--- src/sv/rep_pkg.sv ---
`default_nettype none
// ----------------------------------------------------------------------------
// rep_pkg: shared types and constants of the rANS encoder
// Sequencer states, divider status group, field widths and register codes.
// ----------------------------------------------------------------------------
package rep_pkg;

  localparam int StateW = 64;
  localparam int WordW  = 32;
  localparam int StartW = 24;
  localparam int FreqW  = 25;
  localparam int PrecW  = 5;

  localparam logic [StateW-1:0] StateReset = 64'h0000_0000_8000_0000;

  // configuration register indexes
  localparam logic CFG_PRECISION = 1'b0;
  localparam logic CFG_ESCAPE    = 1'b1;

  typedef enum logic [2:0] {
    ST_IDLE,
    ST_CHECK,
    ST_DIV,
    ST_FLUSH_HI,
    ST_FLUSH_LO
  } rep_state_t;

  typedef struct packed {
    logic busy;
    logic done;
  } div_stat_t;

endpackage
`default_nettype wire

--- src/sv/rep_div.sv ---
`default_nettype none
// ----------------------------------------------------------------------------
// rep_div: iterative restoring divider
// Divides the 64-bit coder state by a 25-bit frequency, one quotient bit per
// cycle. Done pulses for one cycle once quotient and remainder are final.
// ----------------------------------------------------------------------------
module rep_div (
  input  wire logic                        clk,
  input  wire logic                        rst_n,
  input  wire logic                        start,
  input  wire logic [rep_pkg::StateW-1:0]  dividend,
  input  wire logic [rep_pkg::FreqW-1:0]   divisor,
  output rep_pkg::div_stat_t               stat,
  output logic      [rep_pkg::StateW-1:0]  quotient,
  output logic      [rep_pkg::FreqW-1:0]   remainder
);
  import rep_pkg::*;

  localparam int CntW = $clog2(StateW);
  localparam logic [CntW-1:0] LastCnt = CntW'(StateW - 1);

  logic            busy_r, busy_nxt;
  logic            done_r, done_nxt;
  logic [CntW-1:0] cnt_r, cnt_nxt;
  logic [StateW-1:0] quo_r, quo_nxt;
  logic [FreqW-1:0]  rem_r, rem_nxt;

  logic [FreqW:0] trial;
  logic [FreqW:0] diff;
  logic           ge;

  // control registers
  always_ff @(posedge clk) begin
    if (!rst_n) begin
      busy_r <= 1'b0;
      done_r <= 1'b0;
      cnt_r  <= '0;
    end else begin
      busy_r <= busy_nxt;
      done_r <= done_nxt;
      cnt_r  <= cnt_nxt;
    end
  end

  // datapath registers
  always_ff @(posedge clk) begin
    quo_r <= quo_nxt;
    rem_r <= rem_nxt;
  end

  // one restoring step: shift in the next dividend bit, subtract if it fits
  assign trial = {rem_r, quo_r[StateW-1]};
  assign diff  = trial - {1'b0, divisor};
  assign ge    = (trial >= {1'b0, divisor});

  // sequence the iterations
  always_comb begin
    busy_nxt = busy_r;
    done_nxt = 1'b0;
    cnt_nxt  = cnt_r;
    quo_nxt  = quo_r;
    rem_nxt  = rem_r;
    if (start) begin
      busy_nxt = 1'b1;
      cnt_nxt  = '0;
      quo_nxt  = dividend;
      rem_nxt  = '0;
    end else if (busy_r) begin
      quo_nxt = {quo_r[StateW-2:0], ge};
      rem_nxt = ge ? diff[FreqW-1:0] : trial[FreqW-1:0];
      cnt_nxt = cnt_r + 1'b1;
      if (cnt_r == LastCnt) begin
        busy_nxt = 1'b0;
        done_nxt = 1'b1;
      end
    end
  end

  assign stat.busy = busy_r;
  assign stat.done = done_r;
  assign quotient  = quo_r;
  assign remainder = rem_r;

endmodule
`default_nettype wire

--- src/sv/rans_encoder_push.sv ---
`default_nettype none
// ----------------------------------------------------------------------------
// rans_encoder_push: rANS encoder core, 64-bit state, 32-bit renormalization
// Pushes code one interval each through a single bit-serial divider; flushes
// emit the state as two words and put it back to two to the 31st.
// ----------------------------------------------------------------------------
// Sequence: a push runs the renormalization check, the divider iterations
//   (one quotient bit per cycle) and the state update on divider done; a
//   renorm word is registered at the check, which holds while the output
//   word waits. A flush emits two words, high then low. The input is ready
//   only in idle, so no push or flush is taken before the last is through.
// Throughput: a zero-frequency push per cycle; such a push is dropped.
// Reset: rst_n synchronous, active low; state 2^31, precision 16, escape 4.
// ----------------------------------------------------------------------------
module rans_encoder_push #(
  parameter int MAX_PRECISION = 24
) (
  input  wire logic        clk,
  input  wire logic        rst_n,
  // in_tdata: interval_start[23:0], interval_freq[48:24], zero pad[55:49]
  input  wire logic [55:0] in_tdata,
  // in_tuser: op[0], use_escape[1]
  input  wire logic [1:0]  in_tuser,
  input  wire logic        in_tvalid,
  output logic             in_tready,
  // out_tdata: word[31:0]
  output logic      [31:0] out_tdata,
  output logic             out_tlast,
  output logic             out_tvalid,
  input  wire logic        out_tready,
  input  wire logic        cfg_valid,
  output logic             cfg_ready,
  input  wire logic        cfg_index,
  input  wire logic [4:0]  cfg_data
);
  import rep_pkg::*;

  localparam logic [PrecW-1:0] MaxPrec = PrecW'(MAX_PRECISION);
  localparam logic [5:0]       ShiftTop = 6'd63;

  rep_state_t state_r, state_nxt;

  logic [PrecW-1:0]  precision_r, escape_r;
  logic [StateW-1:0] coder_state_r, coder_state_nxt;
  logic [StartW-1:0] start_r;
  logic [FreqW-1:0]  freq_r;
  logic [PrecW-1:0]  p_r;

  logic             out_valid_r, out_valid_nxt;
  logic [WordW-1:0] out_word_r, out_word_nxt;
  logic             out_last_r, out_last_nxt;

  logic in_acc, cfg_acc, out_free;
  logic in_op, in_esc;
  logic [StartW-1:0] in_start;
  logic [FreqW-1:0]  in_freq;
  logic [PrecW-1:0]  p_sel, p_sat;
  logic              renorm;
  logic              div_start;
  logic [StateW-1:0] div_dividend;
  div_stat_t         div_stat;
  logic [StateW-1:0] div_quo;
  logic [FreqW-1:0]  div_rem;

  // unpack the input transaction
  assign in_start = in_tdata[StartW-1:0];
  assign in_freq  = in_tdata[StartW+FreqW-1:StartW];
  assign in_op    = in_tuser[0];
  assign in_esc   = in_tuser[1];

  assign in_acc   = in_tvalid && in_tready;
  assign cfg_ready = 1'b1;
  assign cfg_acc  = cfg_valid && cfg_ready;
  assign out_free = !out_valid_r || out_tready;

  // select and saturate the precision
  assign p_sel = in_esc ? escape_r : precision_r;
  assign p_sat = (p_sel > MaxPrec) ? MaxPrec : p_sel;

  // limit test against freq * 2^(63-p) at full width
  assign renorm = ((coder_state_r >> (ShiftTop - {1'b0, p_r})) >= {39'd0, freq_r});

  // configuration registers
  always_ff @(posedge clk) begin
    if (!rst_n) begin
      precision_r <= 5'd16;
      escape_r    <= 5'd4;
    end else if (cfg_acc) begin
      case (cfg_index)
        CFG_PRECISION: precision_r <= cfg_data;
        CFG_ESCAPE:    escape_r    <= cfg_data;
        default:       ;
      endcase
    end
  end

  // control and state registers
  always_ff @(posedge clk) begin
    if (!rst_n) begin
      state_r       <= ST_IDLE;
      coder_state_r <= StateReset;
      out_valid_r   <= 1'b0;
    end else begin
      state_r       <= state_nxt;
      coder_state_r <= coder_state_nxt;
      out_valid_r   <= out_valid_nxt;
    end
  end

  // payload registers
  always_ff @(posedge clk) begin
    out_word_r <= out_word_nxt;
    out_last_r <= out_last_nxt;
    if (in_acc) begin
      start_r <= in_start;
      freq_r  <= in_freq;
      p_r     <= p_sat;
    end
  end

  // next state
  always_comb begin
    state_nxt = state_r;
    case (state_r)
      ST_IDLE: begin
        if (in_acc) begin
          if (in_op) begin
            state_nxt = ST_FLUSH_HI;
          end else if (in_freq != '0) begin
            state_nxt = ST_CHECK;
          end
        end
      end
      ST_CHECK: begin
        if (!renorm || out_free) begin
          state_nxt = ST_DIV;
        end
      end
      ST_DIV: begin
        if (div_stat.done) begin
          state_nxt = ST_IDLE;
        end
      end
      ST_FLUSH_HI: begin
        if (out_free) begin
          state_nxt = ST_FLUSH_LO;
        end
      end
      ST_FLUSH_LO: begin
        if (out_free) begin
          state_nxt = ST_IDLE;
        end
      end
      default: state_nxt = ST_IDLE;
    endcase
  end

  // outputs of the sequencer
  always_comb begin
    in_tready       = 1'b0;
    div_start       = 1'b0;
    div_dividend    = coder_state_r;
    coder_state_nxt = coder_state_r;
    out_valid_nxt   = out_valid_r && !out_tready;
    out_word_nxt    = out_word_r;
    out_last_nxt    = out_last_r;
    case (state_r)
      ST_IDLE: begin
        in_tready = 1'b1;
      end
      ST_CHECK: begin
        if (renorm) begin
          // emit the low word, shift the state down
          div_dividend = {32'd0, coder_state_r[StateW-1:WordW]};
          if (out_free) begin
            div_start       = 1'b1;
            coder_state_nxt = div_dividend;
            out_valid_nxt   = 1'b1;
            out_word_nxt    = coder_state_r[WordW-1:0];
            out_last_nxt    = 1'b1;
          end
        end else begin
          div_start = 1'b1;
        end
      end
      ST_DIV: begin
        if (div_stat.done) begin
          coder_state_nxt = (div_quo << p_r) + {39'd0, div_rem} + {40'd0, start_r};
        end
      end
      ST_FLUSH_HI: begin
        if (out_free) begin
          out_valid_nxt = 1'b1;
          out_word_nxt  = coder_state_r[StateW-1:WordW];
          out_last_nxt  = 1'b0;
        end
      end
      ST_FLUSH_LO: begin
        if (out_free) begin
          out_valid_nxt   = 1'b1;
          out_word_nxt    = coder_state_r[WordW-1:0];
          out_last_nxt    = 1'b1;
          coder_state_nxt = StateReset;
        end
      end
      default: ;
    endcase
  end

  // single bit-serial divider
  rep_div u_div (
    .clk       (clk),
    .rst_n     (rst_n),
    .start     (div_start),
    .dividend  (div_dividend),
    .divisor   (freq_r),
    .stat      (div_stat),
    .quotient  (div_quo),
    .remainder (div_rem)
  );

  assign out_tdata  = out_word_r;
  assign out_tlast  = out_last_r;
  assign out_tvalid = out_valid_r;

  // the block never takes a transaction while the divider runs
  a_ready_not_busy: assert property (@(posedge clk) disable iff (!rst_n)
    in_tready |-> !div_stat.busy)
    else $error("input ready while divider busy");

  // waiting for the quotient means the divider is running or just finished
  a_div_active: assert property (@(posedge clk) disable iff (!rst_n)
    (state_r == ST_DIV) |-> (div_stat.busy || div_stat.done))
    else $error("sequencer waits on an idle divider");

  // a divider start comes only from the check step
  a_start_check: assert property (@(posedge clk) disable iff (!rst_n)
    div_start |-> (state_r == ST_CHECK))
    else $error("divider started outside the check step");

  // the final flush word puts the state back to its reset value
  a_flush_reset: assert property (@(posedge clk) disable iff (!rst_n)
    (state_r == ST_FLUSH_LO && out_free) |=> (coder_state_r == StateReset))
    else $error("flush did not reset the coder state");

endmodule
`default_nettype wire
--- config.mk ---
export PLATFORM = sky130hd
export DESIGN_NAME = rans_encoder_push
export DESIGN_NICKNAME = d
export VERILOG_FILES = /design/src/sv/rep_pkg.sv /design/src/sv/rep_div.sv /design/src/sv/rans_encoder_push.sv
export SDC_FILE = /design/constraint.sdc
export NUM_CORES = 1
export LEC_CHECK = 0
export BUFFER_PORTS_ARGS = -buffer_cell sky130_fd_sc_hd__buf_2
export CAP_MARGIN = 15
export CELL_PAD_IN_SITES_DETAIL_PLACEMENT = 1
export CELL_PAD_IN_SITES_GLOBAL_PLACEMENT = 1
export CORE_MARGIN = 5
export CORE_UTILIZATION = 45
export CTS_CLUSTER_SIZE = 28
export DETAILED_ROUTE_END_ITERATION = 7
export PLACE_DENSITY = 0.83
export RECOVER_POWER = 25
export SLEW_MARGIN = 20
export SYNTH_ARGS = -nofsm -noshare
export SYNTH_HDL_FRONTEND = slang
export SYNTH_HIERARCHICAL = 1
export SYNTH_SLANG_ARGS = --single-unit
--- constraint.sdc ---
create_clock -name clk -period 16.4 [get_ports clk]
set_clock_uncertainty 0.15 [all_clocks]
set_input_delay 4.92 -clock clk [delete_from_list [all_inputs] [get_ports clk]]
set_output_delay 4.92 -clock clk [all_outputs]
set_load 0.02 [all_outputs]
**Word-level counts from Yosys, hierarchy flattened**

Index checks and enable logic that the tools add are counted.

- Add/sub/neg operators: 5
- Multipliers: 0
- Divide/modulo/power cells: 0
- Order comparisons: 3
- Equal/unequal tests: 13
- Shift-type cells: 2
- Multiplexer cells: 38
- Bitwise logic cells: 3
- Reductions and logical operators: 20

Operators with widths:

| cell | count |
|---|---|
| $mux W64 | 8 |
| $pmux W64 S3 | 1 |
| $mux W32 | 3 |
| $pmux W32 S3 | 1 |
| $add A64 B24 Y64 | 1 |
| $add A64 B25 Y64 | 1 |
| $ge A64 B25 Y1 | 1 |
| $shl A64 B5 Y64 | 1 |
| $shr A64 B6 Y64 | 1 |
| $ge A26 B25 Y1 | 1 |
| $mux W25 | 1 |
| $reduce_bool A25 Y1 | 1 |
| $sub A25 B25 Y25 | 1 |
| $mux W3 | 7 |
| $pmux W3 S5 | 1 |
| $mux W1 | 13 |
| $ne A2 B2 Y1 const B | 6 |
| $add A6 B1 Y6 const B | 1 |
| $eq A3 B2 Y1 const B | 2 |
| $eq A6 B6 Y1 const B | 1 |
| $reduce_and A6 Y1 | 1 |
| $reduce_bool A3 Y1 | 2 |
| $sub A6 B5 Y6 const A | 1 |
| $gt A5 B5 Y1 const B | 1 |
| other kinds (18) | 26 |

- Flip-flop bits (word level): 262
- Latch bits: 0
- Memory bits (writable): 0
- Bits in read-only memories: 0
- Input port bits: 69
- Output and inout port bits: 36
- Memories: 0

**Longest topological paths before layout**

Gate-level depths: netlist of run 1.

- Depth after elaboration: 7
- Depth in mapped cells: 30
- Mapped depth without buffers: 22

**Hierarchy**

The synthesis of run 1 kept the hierarchy.

Modules (own cells, without submodules):

| module | instances | cells each | area each (µm²) | seq. area each (µm²) |
|---|---|---|---|---|
| rans_encoder_push | 1 | 1,877 | 17,399.2 | 4,174.0 |
| rep_div | 1 | 498 | 5,451.5 | 2,582.5 |

**Worst setup path before layout of run 1**

OpenSTA, ideal clock, no wires.

- Path type: input-to-reg
- Start: input port out_tready
- End: register u_div.quo_r[0] (netlist: u_div/quotient[0]), enable pin
- Setup time: 0.418 ns
- Arrival time: 7.002 ns
- Slack: 8.830 ns
- Stages: 6
- Cell sequence: nor2b_1 > clkbuf_1 > a21boi_0 > nor2_1 > clkbuf_1 > inv_1

- Cells in the longest elaborated chain, start to end: 5

RTL lines:

| element | RTL line | source |
|---|---|---|
| start, declared | rans_encoder_push.sv:30 | `input wire logic out_tready,` |
| $logic_or A1 B1 Y1 | rans_encoder_push.sv:74 | `assign out_free = !out_valid_r \|\| out_tready;` |
| $mux W1 | rans_encoder_push.sv:175 | `if (out_free) begin` |
| $mux W1 | rans_encoder_push.sv:172 | `if (renorm) begin` |
| $mux W1 | rans_encoder_push.sv:167 | `case (state_r)` |
| named net div_start | rans_encoder_push.sv:59 | `logic div_start;` |
| $reduce_bool A2 Y1 (no line) | n/a |  |
| end signal, assigned | rep_div.sv:47 | `quo_r <= quo_nxt;` |
| end, declared | rep_div.sv:25 | `logic [StateW-1:0] quo_r, quo_nxt;` |

The timed path passes the listed nets, and every way through them passes these cells.
A chain may end at the register's enable or synchronous reset.

==> impl_metrics.ini, run 1 <==
[global_routing]
grt_pass1_wl_microns = 137000
grt_pass1_vias = 21100
use_met2_pct = 51.0
top_usage_layer = met2
grt_util_all_layers_pct = 31.8
grt-ovfl-total = 0
grt_max_degree = 77
use_met3_pct = 7.31
grtUsageMet1_pct = 41.8
antenna_found_initial = 3

[route]
wl_per_cell_microns = 30.0
drc = 0
ant_nets = 0
vias = 20700
dr.pass1.iters = 6
vias_per_cell = 6.76
drt_wl_total_microns = 91900
drt_iter0_drc = 2321

[clocking]
clk_latency_ns = 0.57
tritoncts = built
cts_buffers = 34
cts_max_level = 2
clk_pin_slew_ns = 0.06
ctsHoldBuffers = 0
cts_root_buf = clkbuf_16
cts.sinks = 262
clockBufferDepth = 3
ctsResizeCount = 0
cts_setup_buffers = 0

[worst_hold_path]
hold_path_depth = 2
hold_class = flop to flop
hold_start = escape_r[1]
hold_path_end = escape_r[1]

[worst_setup_path]
crit_chain = clkbuf_1, clkinv_1, buf_4, nor2_1, and2_1, o21a_1, a221oi_1, nand2_1
slowest_delay_ns = 1.14
crit_fanout = 27
r2r_end = u_div/quotient[57]
rr_worst_depth = 19
cp_slowest_cell = clkbuf_1
cp.arrival_ns = 8.42
worstSetupEndpointType = flop
crit_type = primary input to flop
ff2ff_setup_slack_ns = 8.43
r2r-start = p_r[0]
cp.required_ns = 16.74
cp_num_buf_inv = 3
cp-start-kind = primary input
cp_top_family = buffers and inverters

[timing]
rsz0062_at_grt = false
max_slew_margin_pct = -74.1
worst_slack_ns = 8.32
period_minus_slack_ns = 8.08
fmax_mhz = 124
slew_violations = 97
worst_slew_pin_slew_ns = 2.61
final_hold_viol_count = 0
setup_viol = 0
fin_crit_sh_pct = 49.3
tns_ns = 0

[outcome]
status = finished with violations
violations = max-capacitance violations, max-slew violations

[floorplan]
initial_core_util_pct = 45.5
io_pins = 105
die_x_microns = 235
dieArea_sq_um = 55400
rows = 82
coreArea_sq_um = 50200
fp.dieH_microns = 235

[finish]
area_growth_pct = 7.45
multi_input_area_sq_um = 14900
drive_gt1_share_pct = 19.1
register_area_sq_um = 6760
nNetsFinal = 2540
nFillCells = 5677

[synth]
synth_area_per_cell_sq_um = 9.62
netlist_instances = 2374
syn_area_sq_um = 22800
synth_warnings = 6
syn-num-nets = 2546

[power]
p_per_area_nw_per_um2 = 134
ir_drop_mv = 0.142
p_leak_nw = 9.28

[place]
io_buffer_count = 96
globalplace.congestion = 0.991
place_ws_ns = 8.43
dp.final_hpwl_microns = 68500

[flow_run]
drv_cap = 3
-- placed cells by master, fill, tap and decap left out, types with 16 or more instances in the layout --
cell,count
nand2_1,233
mux2_2,181
nor2_1,174
edfxtp_1,151
mux2i_1,141
o21ai_0,133
a21oi_1,125
dfxtp_1,111
mux4_2,86
ha_1,77
a211oi_1,69
buf_2,67
inv_1,64
nor2b_1,51
xnor2_1,42
clkbuf_1,40
a22oi_1,37
nand3_1,37
nor3_1,36
clkbuf_16,35
o22ai_1,30
buf_4,29
xor2_1,27
fa_1,26
a21o_1,24
o211ai_1,24
nand2b_1,19
and2_1,18
and3_1,18
nor4_1,17
nand4_1,16
-- registers in the layout, summed over array words and instances, names as in the netlist --
signal / flops
freq_r: 25
state_r: 3
u_div/busy_r: 1
out_tlast: 1
out_tdata: 32
start_r: 24
coder_state_r: 64
p_r: 5
u_div/remainder: 25
u_div/cnt_r: 6
u_div/quotient: 64
precision_r: 5
u_div/done_r: 1
out_tvalid: 1
escape_r: 5
-- routing by layer --
layer,vias to the layer above,part of all wire (%)
met5,-,0.028
met1,10400,40
li1,9002,-
met3,233,9.2
met2,1059,46
met4,4,4.9
-- worst min-delay path, cell delays in order, from the launching register on --
cell and delay [ns]:
dfxtp_1 0.31, nand2_1 0.05, a21oi_1 0.05
-- worst max path at each step --
stage | from | end | slack [ns] | cells past startpoint
global placement | out_tready | u_div/quotient[27] | 8.49 | 6
CTS | p_r[0] | u_div/quotient[57] | 8.55 | 19
finish | rst_n | coder_state_r[60] | 8.32 | 8
global route | p_r[0] | u_div/quotient[55] | 8.07 | 19
floorplan | out_tready | u_div/quotient[0] | 8.83 | 6
detailed placement | out_tready | u_div/quotient[60] | 8.43 | 6
-- stage by stage --
stage / power (mW) / area [sq um] / std cells / util, % / hold slack [ns]
detailed placement: 2.50 / 23500 / 3003 / 46.8 / 0.301
floorplan: 2.00 / 22800 / 2374 / - / 0.283
CTS: 3.25 / 24600 / 3065 / 49.0 / 0.309
global route: 3.45 / 24500 / 3066 / 48.9 / 0.343
finish: 3.29 / 24500 / 3068 / 48.9 / 0.306
global placement: 2.43 / 23500 / 3003 / 46.8 / 0.294
-- report_power, final --
group	internal [mW]	switching (mW)
Sequential	0.781	0.127
Clock	0.422	0.317
Combinational	0.621	1.02
-- final cells by class --
cell class	count	share of cell area (%)
repair buffers	128	2.81
well taps	672	3.43
multi-input cells	1873	60.8
clock inverters	16	0.566
diodes	2	0.0204
inverters	69	1.06
clock buffers	46	3.82
flip-flops and latches	262	27.5
No activity file was read; power rests on OpenSTA's default activity.
==> run 2, diff against run 1 <==
==> constraint.sdc (replaced) <==
create_clock -name clk -period 7.6 [get_ports clk]
set_clock_uncertainty 0.15 [all_clocks]
set_input_delay 2.28 -clock clk [delete_from_list [all_inputs] [get_ports clk]]
set_output_delay 2.28 -clock clk [all_outputs]
set_load 0.02 [all_outputs]
==> run 2 against run 1 <==
The run still ends with max-capacitance violations, max-slew violations left; register-to-register slack got worse by 7.5 ns; die area unchanged; largest cell class unchanged; clock power increased by 120%; wire length increased by 0.60%; clock-buffer cell count increased by 2.
==> impl_metrics.ini, run 2 (synthesis gave the netlist of run 1 again) <==
[global_routing]
grt_max_degree = 75
grt-ovfl-total = 0
grt_pass1_vias = 21600
grt_util_all_layers_pct = 32.1
grt_pass1_wl_microns = 138000
antenna_found_initial = 5

[timing]
worst_slack_ns = 0.947
rsz0062_at_grt = false
fmax_mhz = 150
slew_violations = 102
setup_viol = 0
tns_ns = 0
hold_ws_ns = 0.309
max_slew_margin_pct = -75.0
fin_crit_sh_pct = 87.5
period_minus_slack_ns = 6.65
worst_slew_pin_slew_ns = 2.63
final_hold_viol_count = 0

[clocking]
cts_buffers = 35
clk_latency_ns = 0.57
clockBufferDepth = 3
cts_max_level = 2
cts.sinks = 262
cts_root_buf = clkbuf_16
clk_pin_slew_ns = 0.06
tritoncts = built
ctsResizeCount = 0
ctsHoldBuffers = 0
cts_setup_buffers = 0

[worst_setup_path]
cp-start-kind = flop
ff2ff_setup_slack_ns = 0.95
crit_fanout = 23
crit_type = flop to flop
worstSetupEndpointType = flop
cp.arrival_ns = 6.95
r2r-start = p_r[1]
timing.critical_path.from = p_r[1]
cp.required_ns = 7.90

[worst_hold_path]
hold_start = escape_r[3]
hold_class = flop to flop

[power]
p_per_area_nw_per_um2 = 292
total_power_mw = 7.21
p_int_mw = 3.99
clkPwrFrac_pct = 22.5
switching_power_mw = 3.22
combPwrFrac_pct = 50.3
ir_drop_mv = 0.291
p_sw_share_pct = 44.7
p_leak_nw = 9.38
seq_power_share_pct = 27.2

[place]
io_buffer_count = 96
globalplace.congestion = 1.02
dp.final_hpwl_microns = 68600
place_ws_ns = 1.16
dp.cells = 3020

[route]
drc = 0
vias_per_cell = 6.80
ant_nets = 0
wl_per_cell_microns = 30.0
drt_iter0_drc = 2585
vias = 21000
dr.pass1.iters = 6
drt_wl_total_microns = 92500

[outcome]
violations = max-capacitance violations, max-slew violations
status = finished with violations

[flow_run]
drv_cap = 3

[finish]
final_common_cell = nand2_1
final_cell_mix = nand2_1 (233), mux2_2 (180), nor2_1 (174)
stdcell_count = 3082
diodes = 0
nNetsFinal = 2557
drive_gt1_share_pct = 19.6
area_growth_pct = 8.14

[floorplan]
initial_core_util_pct = 45.5
rows = 82
io_pins = 105
die_x_microns = 235
coreArea_sq_um = 50200
fp.dieH_microns = 235
dieArea_sq_um = 55400
[run 2: per-stage QoR]
stage / instance area [sq um] / utilization [%]
finish: 24700 / 49.2
floorplan: 22800 / -
global route: 24700 / 49.2
global placement: 23700 / 47.1
detailed placement: 23700 / 47.1
CTS: 24700 / 49.3
[run 2: critical path, cell delays in order, from the launching register on]
cell and delay [ns]:
edfxtp_1 0.85, buf_4 0.49, nand2b_1 0.29, o22ai_1 0.32, nor3_1 0.10, a211oi_1 0.65, fa_1 0.54, ha_1 0.45
nand2_1 0.17, or3_1 0.36, nor2_1 0.15, and3_1 0.18, a211oi_1 0.14, nor3_2 0.54, nand4_1 0.39, or4_1 0.52
a31o_2 0.25
[run 2: power groups by stage]
stage / logic [mW] / registers (mW) / clock network (mW)
after floorplan: 2.48 / 1.84 / 0
after global placement: 3.33 / 1.96 / 0
after detailed placement: 3.46 / 1.98 / 0
after CTS: 3.52 / 1.95 / 1.65
after global routing: 3.87 / 1.98 / 1.71
final: 3.62 / 1.96 / 1.63
[run 2: worst paths after layout]
check                 endpoint  cells after the start
min                escape_r[3]                      2
max          coder_state_r[56]                     16
min reg2reg        escape_r[3]                      2
max reg2reg  coder_state_r[56]                     16
[run 2: metal layers]
metal / track usage (%) / part of all wire, % / up-vias
met5: 0 / 0.043 / -
met4: 14.6 / 5.4 / 6
met3: 8.31 / 10 / 268
met2: 50.3 / 45 / 1125
met1: 41.9 / 40 / 10600
li1: - / - / 9017
[run 2: layout make-up]
class                           count  area [sq um]
Clock inverter                     14           136
Inverter                           69           259
Multi-Input combinational cell   1873         14900
Sequential cell                   262          6760
Clock buffer                       48           955
Timing Repair Buffer              144           838
Fill cell                        5616         25500
Tap cell                          672           841
